`config.mk`:
```
export PLATFORM = sky130hd
export DESIGN_NAME = i2c_transfer_chunk_sequencer
export DESIGN_NICKNAME = d
export VERILOG_FILES = /design/src/design/i2c_tcs_pkg.sv /design/src/design/i2c_transfer_chunk_sequencer.sv /design/src/design/i2c_tcs_core.sv
export VERILOG_INCLUDE_DIRS = /design/src /design/src/design
export SDC_FILE = /design/constraint.sdc
export NUM_CORES = 1
export LEC_CHECK = 0
export ABC_AREA = 1
export BUFFER_PORTS_ARGS = -buffer_cell sky130_fd_sc_hd__buf_2
export CAP_MARGIN = 20
export CORE_MARGIN = 10
export CORE_UTILIZATION = 45
export CTS_CLUSTER_SIZE = 24
export DETAILED_ROUTE_END_ITERATION = 16
export PLACE_DENSITY_LB_ADDON = 0.25
export SLEW_MARGIN = 20
export SYNTH_ARGS = -nofsm -noshare
export SYNTH_HDL_FRONTEND = slang
export SYNTH_SLANG_ARGS = --single-unit
```
`constraint.sdc`:
```
create_clock -name clk -period 3.35 [get_ports clk]
set_clock_uncertainty 0.2 [all_clocks]
set_input_delay 0.67 -clock clk [delete_from_list [all_inputs] [get_ports clk]]
set_output_delay 0.67 -clock clk [all_outputs]
set_load 0.1 [all_outputs]
```
`src/design/assert_macros.svh`:
```
// Assertion helper macros shared by the chunk sequencer RTL.
// Included by the modules that carry concurrent checks; no other dependencies.
`ifndef ASSERT_MACROS_SVH
`define ASSERT_MACROS_SVH

// Check a property at every rising clock edge outside of reset.
`define ASSERT_CLK(lbl, clk, rst_n, prop, msg) \
    lbl: assert property (@(posedge clk) disable iff (!rst_n) (prop)) else $error(msg);

// Check that a condition never holds at a rising clock edge outside of reset.
`define ASSERT_NEVER(lbl, clk, rst_n, cond, msg) \
    lbl: assert property (@(posedge clk) disable iff (!rst_n) !(cond)) else $error(msg);

`endif

```
`src/design/i2c_tcs_pkg.sv`:
```
// Types and command codes for the I2C transfer chunk sequencer.
// No dependencies; imported by every module of the block.
`default_nettype none

package i2c_tcs_pkg;

    localparam logic [2:0] CMD_START_WR   = 3'd0;
    localparam logic [2:0] CMD_START_WRRD = 3'd1;
    localparam logic [2:0] CMD_XFER_DONE  = 3'd2;
    localparam logic [2:0] CMD_RELOAD     = 3'd3;
    localparam logic [2:0] CMD_STATUS     = 3'd4;

    typedef struct packed {
        logic [2:0]  cmd;
        logic [6:0]  dev_addr;
        logic [15:0] tx_count;
        logic [15:0] rx_count;
        logic        stop_seen;
        logic        nack_seen;
        logic        arb_lost;
    } req_t;

    typedef struct packed {
        logic       ctrl_valid;
        logic       gen_start;
        logic       gen_stop;
        logic       dir_read;
        logic       reload;
        logic       auto_end;
        logic [7:0] chunk_bytes;
        logic [6:0] target_addr;
        logic       job_done;
        logic       job_ok;
    } rsp_t;

endpackage

`default_nettype wire

```
`src/design/i2c_transfer_chunk_sequencer.sv`:
```
// I2C transfer chunk sequencer: takes start, reload, transfer-complete and
// status events and issues one result per event; each transfer on req gives
// exactly one transfer on rsp. An event is registered on entry, decided by a
// single pass of logic (one 16-bit compare and subtract for the chunk split)
// and registered again on exit into the output register that drives rsp. One
// event can be taken every cycle while rsp_stall does not hold the output. The
// output register lets a new event enter while a finished result still waits on
// rsp_stall.
// Depends on i2c_tcs_pkg, i2c_tcs_core and assert_macros.svh.
`default_nettype none
`include "assert_macros.svh"

module i2c_transfer_chunk_sequencer
    import i2c_tcs_pkg::*;
#(
    parameter int CHUNK_MAX = 255
) (
    input  wire logic clk,
    input  wire logic rst_n,
    input  wire logic req_valid,
    output logic      req_stall,
    input  wire req_t req,
    output logic      rsp_valid,
    input  wire logic rsp_stall,
    output rsp_t      rsp
);

    logic s1_valid_reg, s1_valid_next;
    req_t s1_item_reg;
    logic rsp_valid_reg, rsp_valid_next;
    rsp_t rsp_reg;

    logic out_ready;
    logic advance;
    rsp_t res;

    assign out_ready = !rsp_valid_reg || !rsp_stall;
    assign advance   = s1_valid_reg && out_ready;
    assign req_stall = s1_valid_reg && !out_ready;

    always_comb
    begin
        s1_valid_next  = req_stall ? s1_valid_reg : req_valid;
        rsp_valid_next = out_ready ? s1_valid_reg : rsp_valid_reg;
    end

    i2c_tcs_core #(
        .CHUNK_MAX (CHUNK_MAX)
    ) u_core (
        .clk     (clk),
        .rst_n   (rst_n),
        .advance (advance),
        .item    (s1_item_reg),
        .res     (res)
    );

    always_ff @(posedge clk or negedge rst_n)
    begin
        if (!rst_n)
        begin
            s1_valid_reg  <= 1'b0;
            rsp_valid_reg <= 1'b0;
        end
        else
        begin
            s1_valid_reg  <= s1_valid_next;
            rsp_valid_reg <= rsp_valid_next;
        end
    end

    // Payload: load on transfer, hold otherwise.
    always_ff @(posedge clk)
    begin
        if (req_valid && !req_stall)
            s1_item_reg <= req;
        if (advance)
            rsp_reg <= res;
    end

    assign rsp_valid = rsp_valid_reg;
    assign rsp       = rsp_reg;

    `ASSERT_CLK(a_stall_needs_item, clk, rst_n, !req_stall || s1_valid_reg,
        "input stalled with empty entry register")
    `ASSERT_CLK(a_advance_fills_out, clk, rst_n, advance |=> rsp_valid_reg,
        "decided item did not reach the output register")
    `ASSERT_CLK(a_no_drop, clk, rst_n,
        (s1_valid_reg && !out_ready) |=> s1_valid_reg,
        "pending item dropped while output blocked")

endmodule

`default_nettype wire

```
`src/design/i2c_tcs_core.sv`:
```
// Job state (remaining counts, address, phase) and the per-item decision logic.
// Depends on i2c_tcs_pkg and assert_macros.svh.
`default_nettype none
`include "assert_macros.svh"

module i2c_tcs_core
    import i2c_tcs_pkg::*;
#(
    parameter int CHUNK_MAX = 255
) (
    input  wire logic clk,
    input  wire logic rst_n,
    input  wire logic advance,
    input  wire req_t item,
    output rsp_t      res
);

    localparam logic [15:0] LIMIT = 16'(CHUNK_MAX);

    logic [15:0] write_left_reg, write_left_next;
    logic [15:0] read_left_reg, read_left_next;
    logic [6:0]  held_addr_reg, held_addr_next;
    logic        read_phase_reg, read_phase_next;

    logic        is_start;
    logic        take_write;
    logic [15:0] src;
    logic [15:0] chunk16;
    logic [15:0] rem;
    logic [15:0] start_read;

    // One shared chunk slice: pick the count being drained this transfer.
    always_comb
    begin
        is_start   = (item.cmd == CMD_START_WR) || (item.cmd == CMD_START_WRRD);
        take_write = (item.cmd == CMD_RELOAD) && (write_left_reg != 16'd0);
        if (is_start)
            src = item.tx_count;
        else if (take_write)
            src = write_left_reg;
        else
            src = read_left_reg;
        chunk16    = (src > LIMIT) ? LIMIT : src;
        rem        = src - chunk16;
        start_read = (item.cmd == CMD_START_WRRD) ? item.rx_count : 16'd0;
    end

    always_comb
    begin
        res             = '0;
        write_left_next = write_left_reg;
        read_left_next  = read_left_reg;
        held_addr_next  = held_addr_reg;
        read_phase_next = read_phase_reg;
        case (item.cmd)
            CMD_START_WR, CMD_START_WRRD:
            begin
                if (item.tx_count == 16'd0
                    || (item.cmd == CMD_START_WRRD && item.rx_count == 16'd0))
                begin
                    res.job_done = 1'b1;
                end
                else
                begin
                    write_left_next = rem;
                    read_left_next  = start_read;
                    held_addr_next  = item.dev_addr;
                    read_phase_next = 1'b0;
                    res.ctrl_valid  = 1'b1;
                    res.gen_start   = 1'b1;
                    res.reload      = (rem != 16'd0);
                    res.auto_end    = (rem == 16'd0) && (start_read == 16'd0);
                    res.chunk_bytes = chunk16[7:0];
                    res.target_addr = item.dev_addr;
                end
            end
            CMD_XFER_DONE, CMD_RELOAD:
            begin
                if (take_write)
                begin
                    write_left_next = rem;
                    res.ctrl_valid  = 1'b1;
                    res.dir_read    = read_phase_reg;
                    res.reload      = (rem != 16'd0);
                    res.auto_end    = (rem == 16'd0) && (read_left_reg == 16'd0);
                    res.chunk_bytes = chunk16[7:0];
                    res.target_addr = held_addr_reg;
                end
                else if (read_left_reg != 16'd0)
                begin
                    // Repeated start unless a read is already running and this is a reload.
                    read_left_next  = rem;
                    read_phase_next = 1'b1;
                    res.ctrl_valid  = 1'b1;
                    res.gen_start   = !(item.cmd == CMD_RELOAD && read_phase_reg);
                    res.dir_read    = 1'b1;
                    res.reload      = (rem != 16'd0);
                    res.auto_end    = (rem == 16'd0);
                    res.chunk_bytes = chunk16[7:0];
                    res.target_addr = held_addr_reg;
                end
                else
                begin
                    res.ctrl_valid = 1'b1;
                    res.gen_stop   = 1'b1;
                end
            end
            CMD_STATUS:
            begin
                if (item.nack_seen || item.arb_lost || item.stop_seen)
                begin
                    res.job_done    = 1'b1;
                    res.job_ok      = !(item.nack_seen || item.arb_lost);
                    write_left_next = 16'd0;
                    read_left_next  = 16'd0;
                    read_phase_next = 1'b0;
                end
            end
            default:
            begin
                res = '0;
            end
        endcase
    end

    always_ff @(posedge clk or negedge rst_n)
    begin
        if (!rst_n)
        begin
            write_left_reg <= '0;
            read_left_reg  <= '0;
            held_addr_reg  <= '0;
            read_phase_reg <= 1'b0;
        end
        else if (advance)
        begin
            write_left_reg <= write_left_next;
            read_left_reg  <= read_left_next;
            held_addr_reg  <= held_addr_next;
            read_phase_reg <= read_phase_next;
        end
    end

    `ASSERT_NEVER(a_word_and_done, clk, rst_n, res.ctrl_valid && res.job_done,
        "control word and job end in one result")
    `ASSERT_NEVER(a_reload_and_end, clk, rst_n, res.reload && res.auto_end,
        "chunk marked both reload and auto end")
    `ASSERT_CLK(a_chunk_nonzero, clk, rst_n,
        !(res.ctrl_valid && !res.gen_stop) || (res.chunk_bytes != 8'd0),
        "data control word with empty chunk")
    `ASSERT_CLK(a_status_clears, clk, rst_n,
        (advance && item.cmd == CMD_STATUS && res.job_done)
            |=> (write_left_reg == 16'd0 && read_left_reg == 16'd0 && !read_phase_reg),
        "job end left counts behind")

endmodule

`default_nettype wire

```
# [After elaboration in Yosys (flattened, before gate mapping)]
# Cells that the tools add are included.
[word_totals] ff_bits=110 input_bits=49 out_inout_bits=25 elab_cells=101
[op_classes] n_addsub=1 order_cmp=1 n_eq_ne=9 n_mux=29 n_bitwise=2 n_reduce_logical=36
[ops] op="$mux 16" n=10
[ops] op="$pmux 16 s3" n=2
[ops] op="$logic_not 16->1" n=5
[ops] op="$reduce_bool 16->1" n=3
[ops] op="$mux 18" n=2
[ops] op="$pmux 17 s2" n=1
[ops] op="$mux 17" n=1
[ops] op="$gt 16x8->1 const B" n=1
[ops] op="$sub 16x16->16" n=1
[ops] op="$logic_and 1x1->1" n=8
[ops] op="$mux 1" n=7
[ops] op="$eq 3x2->1 const B" n=2
[ops] op="$logic_not 1->1" n=6
[ops] op="$mux 2" n=3
[ops] op="$ne 2x1->1 const B" n=3
[ops] op="$reduce_and 6->1" n=1
[ops] op="$reduce_or 2->1" n=3
[ops] op="$logic_or 1x1->1" n=5
[ops] op="$reduce_and 5->1" n=1
[ops] op="$ne 2x2->1 const B" n=2
[ops] op="$pmux 2 s2" n=1
[ops] op="$eq 3x1->1 const B" n=1
[ops] op="$eq 3x3->1 const B" n=1
[ops] op="$logic_not 3->1" n=1
[ops] op="other kinds (6)" n=7

# [Logic depth before layout (Yosys ltp)]
# Gate-level depths: netlist of the first run.
[depth] ltp_word=11 depth_mapped=25 ltp_nobuf=23

# [Hierarchy]
# From an unflattened synthesis of the first run, not the netlist that was laid out.
[hier_totals] hier_cells=560 area_unflattened_um2=5542.8
[by_module_without_submodules] module="i2c_tcs_core" instances=1 cells_per_inst=480 area_per_inst_um2=3405.8 seq_area_each_um2=1001.0
[by_module_without_submodules] module="i2c_transfer_chunk_sequencer" instances=1 cells_per_inst=80 area_per_inst_um2=2137.0 seq_area_each_um2=2092.0

# [Worst setup path after synthesis of the first run]
# OpenSTA, ideal clock, no wires.
[synth_timing] kind="register to register" start="register rsp_valid_reg (netlist: rsp_valid)" end="register s1_item_reg[0] in the netlist's numbering (enable)" setup_ns=0.459 arrival_ns=3.211 t_required_ns=2.691 slack_ns=-0.521 stages_incl_launch_ff=6 path_buffers=0 period_less_slack_ns=3.871 cell_sequence="dfrtp_1 nand2_1 nor2_1 inv_1 nand2_1 inv_1"
[synth_via] elab_chain_cells=6
[synth_lines] item="from (decl)" line_no="i2c_transfer_chunk_sequencer.sv:30" source="logic rsp_valid_reg, rsp_valid_next;"
[synth_lines] item="from (signal assigned)" line_no="i2c_transfer_chunk_sequencer.sv:67" source="rsp_valid_reg <= rsp_valid_next;"
[synth_lines] item="$logic_not 1->1" line_no="i2c_transfer_chunk_sequencer.sv:37" source="assign out_ready = !rsp_valid_reg || !rsp_stall;"
[synth_lines] item="$logic_or 1x1->1" line_no="i2c_transfer_chunk_sequencer.sv:37"
[synth_lines] item="$logic_not 1->1" line_no="i2c_transfer_chunk_sequencer.sv:39" source="assign req_stall = s1_valid_reg && !out_ready;"
[synth_lines] item="$logic_and 1x1->1" line_no="i2c_transfer_chunk_sequencer.sv:39"
[synth_lines] item="net req_stall" line_no="i2c_transfer_chunk_sequencer.sv:21" source="output logic req_stall,"
[synth_lines] item="$logic_not 1->1" line_no="i2c_transfer_chunk_sequencer.sv:74" source="if (req_valid && !req_stall)"
[synth_lines] item="$logic_and 1x1->1" line_no="i2c_transfer_chunk_sequencer.sv:74"
[synth_lines] item="to (signal assigned)" line_no="i2c_transfer_chunk_sequencer.sv:75" source="s1_item_reg <= req;"
[synth_lines] item="to (decl)" line_no="i2c_transfer_chunk_sequencer.sv:29" source="req_t s1_item_reg;"
# The timed path passes the listed nets, and every way through them passes these cells.
# A chain may end at the register's enable or synchronous reset.

==> impl_results.md, run 1 <==
* Status: complete, no violations
* Bufs and invs on worst path at 2
* DR WL/cell at 17.1 µm
* Non-filler cells, final at 843
* Worst Setup Start Kind: register
* Placed insts at 819
* Met3 WL at 1.00 mm
* Worst path max stage delay at 390 ps
* Layout cells sized above 1 at 0.257
* Drt via density at 5.32
* Syn_area_per_cell at 9.29 µm²
* Most frequent CP cell: nand2_1
* CTS Buf Count at 9
* CTS H-Tree Depth at 3
* Cell-internal power at 2800 µW
* Setup Viol. Count Final at 0
* CP max FO at 7
* Reg2Reg Launch Point: u_core.write_left_reg[2]
* Crit. End Element: register
* WP data arrival at 3160 ps
* Die footprint at 16800 µm²
* Highest Signal Layer: met4
* Logic gate share of total power at 0.361
* PwrDens at 696 nW/µm²
* Maximum clock path buffer count at 2
* Number of global-route vias before repair at 4480
* Core area at 11900 µm²
* Fill cell count at 1096
* CTS clk-pin slew, worst paths at 70 ps
* Leakage at 0.00290 µW
* Sw Ratio at 0.384
* FFs w/ async S/R, synth at 0.382
* Pre-CTS setup slack at -5.17 ps
* Syn-to-layout area delta at 20.6%
* CP max-delay cell: dfrtp_1
* Port bufs at 73
* GRT Total Usage at 0.175
* Max_cap viols at 0
* Hold Path Class: input pin to asynchronous set/reset pin
* Starting Density at 0.455
* First-pass GRT wire length at 23.0 mm
* Clock Sinks at 110
* CTS Hold Bufs at 0
* Synth Instances at 583
* Synth Net Count at 633
* Synth Cell Area at 5420 µm²
* Crit path max-delay family: simple AND/OR/NAND/NOR gates
* Max VDD drop at 0.335 mV
* Flop2flop setup slack at 80 ps
* Max Slew Vio Count at 0
* Antenna violations before repair at 0
* Drc violations at 0
* Sequential Power Share at 0.423
* Post-Route WL at 14.4 mm
* RSZ-0062 raised after global routing: yes
* Sequential element share of the synthesized area at 0.571
* Initial drt markers at 416
* EDFF count, synth at 68
* TritonCTS clock tree: yes
* Worst R2R Path Depth at 22
* Antenna-violating nets left at 0
* Main flop type after synthesis: edfxtp_1
* Final net count at 743
* Switch Pwr at 1750 µW
* Yosys reg bits at 110
* Final period utilization at 0.977
* Clock power share at 0.216
* Most frequent cells in the layout: nand2_1, buf_2, edfxtp_1, inv_1, nand3_1
* Slew margin rel. at 0.583
* Wire length on met1 at 6.22 mm
* Synth Warn # at 0
* Clk Latency, worst-skew pair at 350 ps
* Yosys cell types at 55
* Die extent in x at 130 µm
* Die height at 130 µm
* DRT Pass-1 Iters at 6
* Utilization after layout at 0.549
* Hold WS at 126 ps
* CP Depth at 22
* Tmin final at 3270 ps
* Most common cell after layout, fill and taps aside: nand2_1
* Largest net degree at the start of global routing at 43
* I/O pins at 74
* Worst slew pin tran at 624 ps
* Crit-path cells: nor2_2 -> nand2_1 -> nor2_1 -> nand2_2 -> buf_6 -> nand3_1 -> nand3_1 -> nand2_2 -> nand2_2 -> nor2_4 -> nand2_8 -> nand2_1 -> ha_4 -> inv_2 -> a21oi_4 -> nand3_4 -> nand2_1 -> nand2_1 -> nor2_1 -> nand3_1 -> nor2_1 -> a21oi_1
* RePlAce Congestion at 0.955
* Total grt overflow at 0
* Final Hold Violating Endpoints at 0
* Max frequency at 306 MHz
* DR vias at 4482
* Diodes inserted at 0
* Final worst slack at 78.1 ps
* Post-DP HPWL at 11.0 mm
* R2r endpoint: rsp[18]
* Critical Path RT at 3240 ps
* Root Buffer: clkbuf_16
* Max reg flops at 45
* DR WL met2 at 6.91 mm
* FP Rows at 40
* Setup CP Type: register to register
## worst reg2reg max path, cell delays in order (launching register included)
cell,delay [ps]
dfrtp_1,390
nor2_2,130
nand2_1,90
nor2_1,130
nand2_2,100
buf_6,140
nand3_1,100
nand3_1,110
nand2_2,110
nand2_2,100
nor2_4,190
nand2_8,70
nand2_1,110
ha_4,150
inv_2,50
a21oi_4,150
nand3_4,130
nand2_1,130
nand2_1,100
nor2_1,100
nand3_1,80
nor2_1,90
a21oi_1,70
## final cells by class
type                       count  area, µm²  area share
multi-input combinational    397       2080       0.319
timing repair buffer         115        684       0.105
clock buffer                  11        243      0.0372
clock inverter                 3       22.5     0.00345
tap                          147        184      0.0282
sequential                   110       3090       0.473
inverter                      60        225      0.0345
## power groups by stage
stage / logic (µW) / clock network (µW) / registers (µW)
6_report: 1640 / 983 / 1920
5_1_grt: 1790 / 1070 / 1950
4_1_cts: 1530 / 1000 / 1920
3_5_place_dp: 1520 / 0 / 1950
3_3_place_gp: 1510 / 0 / 1930
2_1_floorplan: 810 / 0 / 2150
## per-stage QoR
stage | power, µW | instance area [µm²] | TNS [ps]
6_report | 4550 | 6530 | 0
5_1_grt | 4820 | 6530 | -135
4_1_cts | 4450 | 6390 | 0
3_5_place_dp | 3470 | 6120 | -5.17
3_3_place_gp | 3450 | 6120 | 0
2_1_floorplan | 2960 | 5430 | 0
## cell families after synthesis
kind of cell,count (synthesis),synth area share
buffers and inverters,76,0.0589
adder cells (fa/ha/maj),1,0.00231
AND/OR/NAND/NOR,314,0.266
AO/OA/AOI/OAI,81,0.101
flip-flops,110,0.571
XOR/XNOR,1,0.00162
## routing by layer
layer / global-route usage / vias to the layer above
li1: - / 2195
met1: 0.231 / 2103
met2: 0.278 / 166
met3: 0.0394 / 18
met4: 0.0575 / 0
met5: 0 / -
## Yosys cell counts, types with 2 or more instances
library cell | n | area [µm²]
o21ai_0 | 31 | 155
a21oi_2 | 2 | 17.5
a31oi_1 | 10 | 62.6
nor4_1 | 11 | 68.8
buf_6 | 3 | 33.8
o21ai_1 | 5 | 25.0
inv_2 | 3 | 11.3
nor3_1 | 6 | 30.0
nand2_1 | 161 | 604
o22ai_1 | 3 | 18.8
nor2_1 | 44 | 165
a22o_1 | 2 | 17.5
nand2_2 | 9 | 56.3
buf_2 | 6 | 30.0
or2_1 | 6 | 37.5
o221ai_1 | 2 | 17.5
dfrtp_1 | 42 | 1050
edfxtp_1 | 68 | 2040
o21ai_2 | 2 | 17.5
or2_2 | 3 | 18.8
inv_1 | 56 | 210
o211ai_1 | 2 | 15.0
clkbuf_1 | 4 | 15.0
a21oi_1 | 9 | 45.0
nand3_1 | 54 | 270
nor2_4 | 3 | 33.8
buf_1 | 2 | 7.51
nand4_1 | 6 | 37.5
o31ai_4 | 2 | 42.5
## worst max-delay path by stage
stage	start	to	slack [ps]
2_1_floorplan	s1_item_reg[43]	rsp[18]	230
3_3_place_gp	s1_item_reg[44]	rsp[18]	70
3_5_place_dp	s1_item_reg[44]	rsp[18]	-5
4_1_cts	u_core.write_left_reg[2]	rsp[18]	10
5_1_grt	u_core.write_left_reg[15]	rsp[17]	-60
6_report	u_core.write_left_reg[2]	rsp[18]	80
## repair_timing
| item | in CTS | in global routing |
|---|---|---|
| buffers inserted | 0 | 9 |
| hold endpoints to repair | 0 | 0 |
| pin swaps | 0 | 12 |
| endpoints found under the setup margin | 1 | 11 |
| gates resized for setup | 1 | 18 |
| cloned | 0 | 1 |
Note: power is estimated with default switching activity, not from simulation.
==> run 2: changes to the inputs <==
--- a/config.mk
+++ b/config.mk
@@ -11,8 +11,10 @@
 export CAP_MARGIN = 20
 export CORE_MARGIN = 10
 export CORE_UTILIZATION = 45
+export CTS_BUF_LIST = sky130_fd_sc_hd__clkbuf_8
 export CTS_CLUSTER_SIZE = 24
 export DETAILED_ROUTE_END_ITERATION = 16
+export HOLD_SLACK_MARGIN = 0.15
 export PLACE_DENSITY_LB_ADDON = 0.25
 export SLEW_MARGIN = 20
 export SYNTH_ARGS = -nofsm -noshare
==> impl_results.md, run 2 (synthesized netlist as in run 1, its figures left out) <==
* Fill cell count at 1099 (+0.27%)
* Final Hold Violating Endpoints at 0 (unchanged)
* TritonCTS clock tree: yes
* Non-filler cells, final at 845 (+0.24%)
* Most common cell after layout, fill and taps aside: nand2_1
* Drc violations at 0 (unchanged)
* Die footprint at 16800 µm² (unchanged)
* Critical Path RT at 3290 ps (+50 ps)
* Max VDD drop at 0.359 mV (+7.2%)
* RePlAce Congestion at 0.955 (unchanged)
* WHS Endpoint: s1_item_reg[5]
* Final net count at 745 (+0.27%)
* DR vias at 4496 (+0.31%)
* Placed insts at 819 (unchanged)
* Antenna-violating nets left at 0 (unchanged)
* Worst Setup Start Kind: register
* Multi-input logic area at 2080 µm² (-0.24%)
* CTS Buf Count at 9 (unchanged)
* Setup CP Type: register to register
* CTS H-Tree Depth at 3 (unchanged)
* Initial drt markers at 434 (+4.3%)
* Diodes inserted at 0 (unchanged)
* CP max FO at 7 (unchanged)
* Hold depth at 1
* Max Slew Vio Count at 0 (unchanged)
* Status: complete, no violations
* Hold path startpoint: req[5]
* Worst R2R Path Depth at 22 (unchanged)
* Clock Sinks at 110 (unchanged)
* Number of global-route vias before repair at 4449 (-0.69%)
* Layout cells sized above 1 at 0.256 (-0.000737)
* Crit. End Element: register
* Hold Path Class: input pin to register
* WP data arrival at 3220 ps (+60 ps)
* Busiest grt layer: met2
* CTS clk-pin slew, worst paths at 100 ps (+30 ps)
* Maximum clock path buffer count at 2 (unchanged)
* Max reg flops at 45 (unchanged)
* DRT Pass-1 Iters at 6 (unchanged)
* Root Buffer: clkbuf_8
* FP Rows at 40 (unchanged)
* Setup Viol. Count Final at 0 (unchanged)
* GR Util met3 at 0.0422 (+0.00284)
* TNS Setup at 0 ps (unchanged)
* Die height at 130 µm (unchanged)
* Final instance area at 6440 µm² (-1.4%)
* R2r endpoint: rsp[18]
* RSZ-0062 raised after global routing: yes
* Starting Density at 0.455 (unchanged)
* Most frequent cells in the layout: nand2_1, buf_2, edfxtp_1, inv_1, nand3_1
* I/O pins at 74 (unchanged)
* Leakage at 0.00287 µW (-1.1%)
* Total grt overflow at 0 (unchanged)
* Slew margin rel. at 0.582 (-0.00143)
* Final period utilization at 0.981 (+0.00432)
* Tmin final at 3290 ps (+14.5 ps)
* Drt via density at 5.32 (about the same)
* Reg2Reg Launch Point: u_core.write_left_reg[3]
* DR WL/cell at 17.2 µm (+0.53%)
* Worst slew pin tran at 626 ps (+2.15 ps)
* Port bufs at 73 (unchanged)
* Max_cap viols at 0 (unchanged)
* Max frequency at 304 MHz (-0.44%)
* Post-Route WL at 14.5 mm (+0.76%)
* Met1 Usage GRT at 0.233 (+0.00190)
* GRT Total Usage at 0.177 (+0.00202)
* Post-DP HPWL at 11.0 mm (unchanged)
* Largest net degree at the start of global routing at 43 (unchanged)
* Antenna violations before repair at 0 (unchanged)
* Global Route met2 Usage at 0.277 (-0.00120)
* Syn-to-layout area delta at 19.0%
* Die extent in x at 130 µm (unchanged)
* Register Area at 3090 µm² (unchanged)
* Clk Latency, worst-skew pair at 390 ps (+40 ps)
* Flop2flop setup slack at 60 ps (about the same)
* First-pass GRT wire length at 23.0 mm (unchanged)
* PwrDens at 668 nW/µm² (-4.0%)
* Hold WS at 243 ps (+118 ps)
* Core area at 11900 µm² (unchanged)
* Placed instance area at 6120 µm² (unchanged)
-- run 2: worst max-delay path, stage by stage (launching register included) --
cell	delay, ps
dfrtp_1	450
nor2_1	110
nand2_1	70
nor2_1	140
nand2_2	100
buf_6	140
nand3_1	100
nand3_1	110
nand2_2	110
nand2_2	100
nor2_4	190
nand2_8	70
nand2_1	110
ha_4	150
inv_2	50
a21oi_4	150
nand3_4	130
nand2_1	120
nand2_1	80
nor2_1	110
nand3_1	90
nor2_1	90
a21oi_1	70
-- run 2: layout make-up --
cell class | count | share of cell area
clock buffers | 10 | 0.0214
clock inverters | 4 | 0.00408
inverters | 60 | 0.0349
multi-input cells | 397 | 0.322
flip-flops and latches | 110 | 0.480
well taps | 147 | 0.0285
repair buffers | 117 | 0.109
-- run 2: timing repair --
| action | CTS | global route |
|---|---|---|
| hold buffers | 0 | 1 |
| buffers inserted | 0 | 10 |
| pin swaps | 0 | 11 |
| endpoints found under the hold margin | 0 | 42 |
| setup endpoints to repair | 2 | 12 |
| gates cloned | 0 | 1 |
| gates resized for setup | 1 | 17 |
-- run 2: power by group --
group | switching, µW | leakage, µW | internal (µW)
logic | 1110 | 0.00162 | 551
clock network | 446 | 0.0000777 | 280
registers | 183 | 0.00117 | 1740
-- run 2: worst max-delay path by stage --
stage,cells after the start,startpoint,end
3_3_place_gp,21,s1_item_reg[44],rsp[18]
2_1_floorplan,20,s1_item_reg[43],rsp[18]
3_5_place_dp,21,s1_item_reg[44],rsp[18]
4_1_cts,22,u_core.write_left_reg[2],rsp[18]
5_1_grt,23,u_core.write_left_reg[15],rsp[17]
6_report,22,u_core.write_left_reg[3],rsp[18]
-- run 2: routing by layer --
layer	vias up	share of wire	routed length, µm
met4	0	0.022	318
met1	2121	0.44	6310
met3	19	0.068	992
li1	2199	-	-
met2	157	0.47	6880
met5	-	0	0
-- run 2: metrics by stage --
step                      utilization  setup WS (ps)  power, µW
final                           0.541           63.6       4310
after floorplan                     -            228       2960
after CTS                       0.528           10.1       4190
after detailed placement        0.514          -5.17       3470
after global routing            0.541           -103       4570
after global placement          0.514           67.8       3450
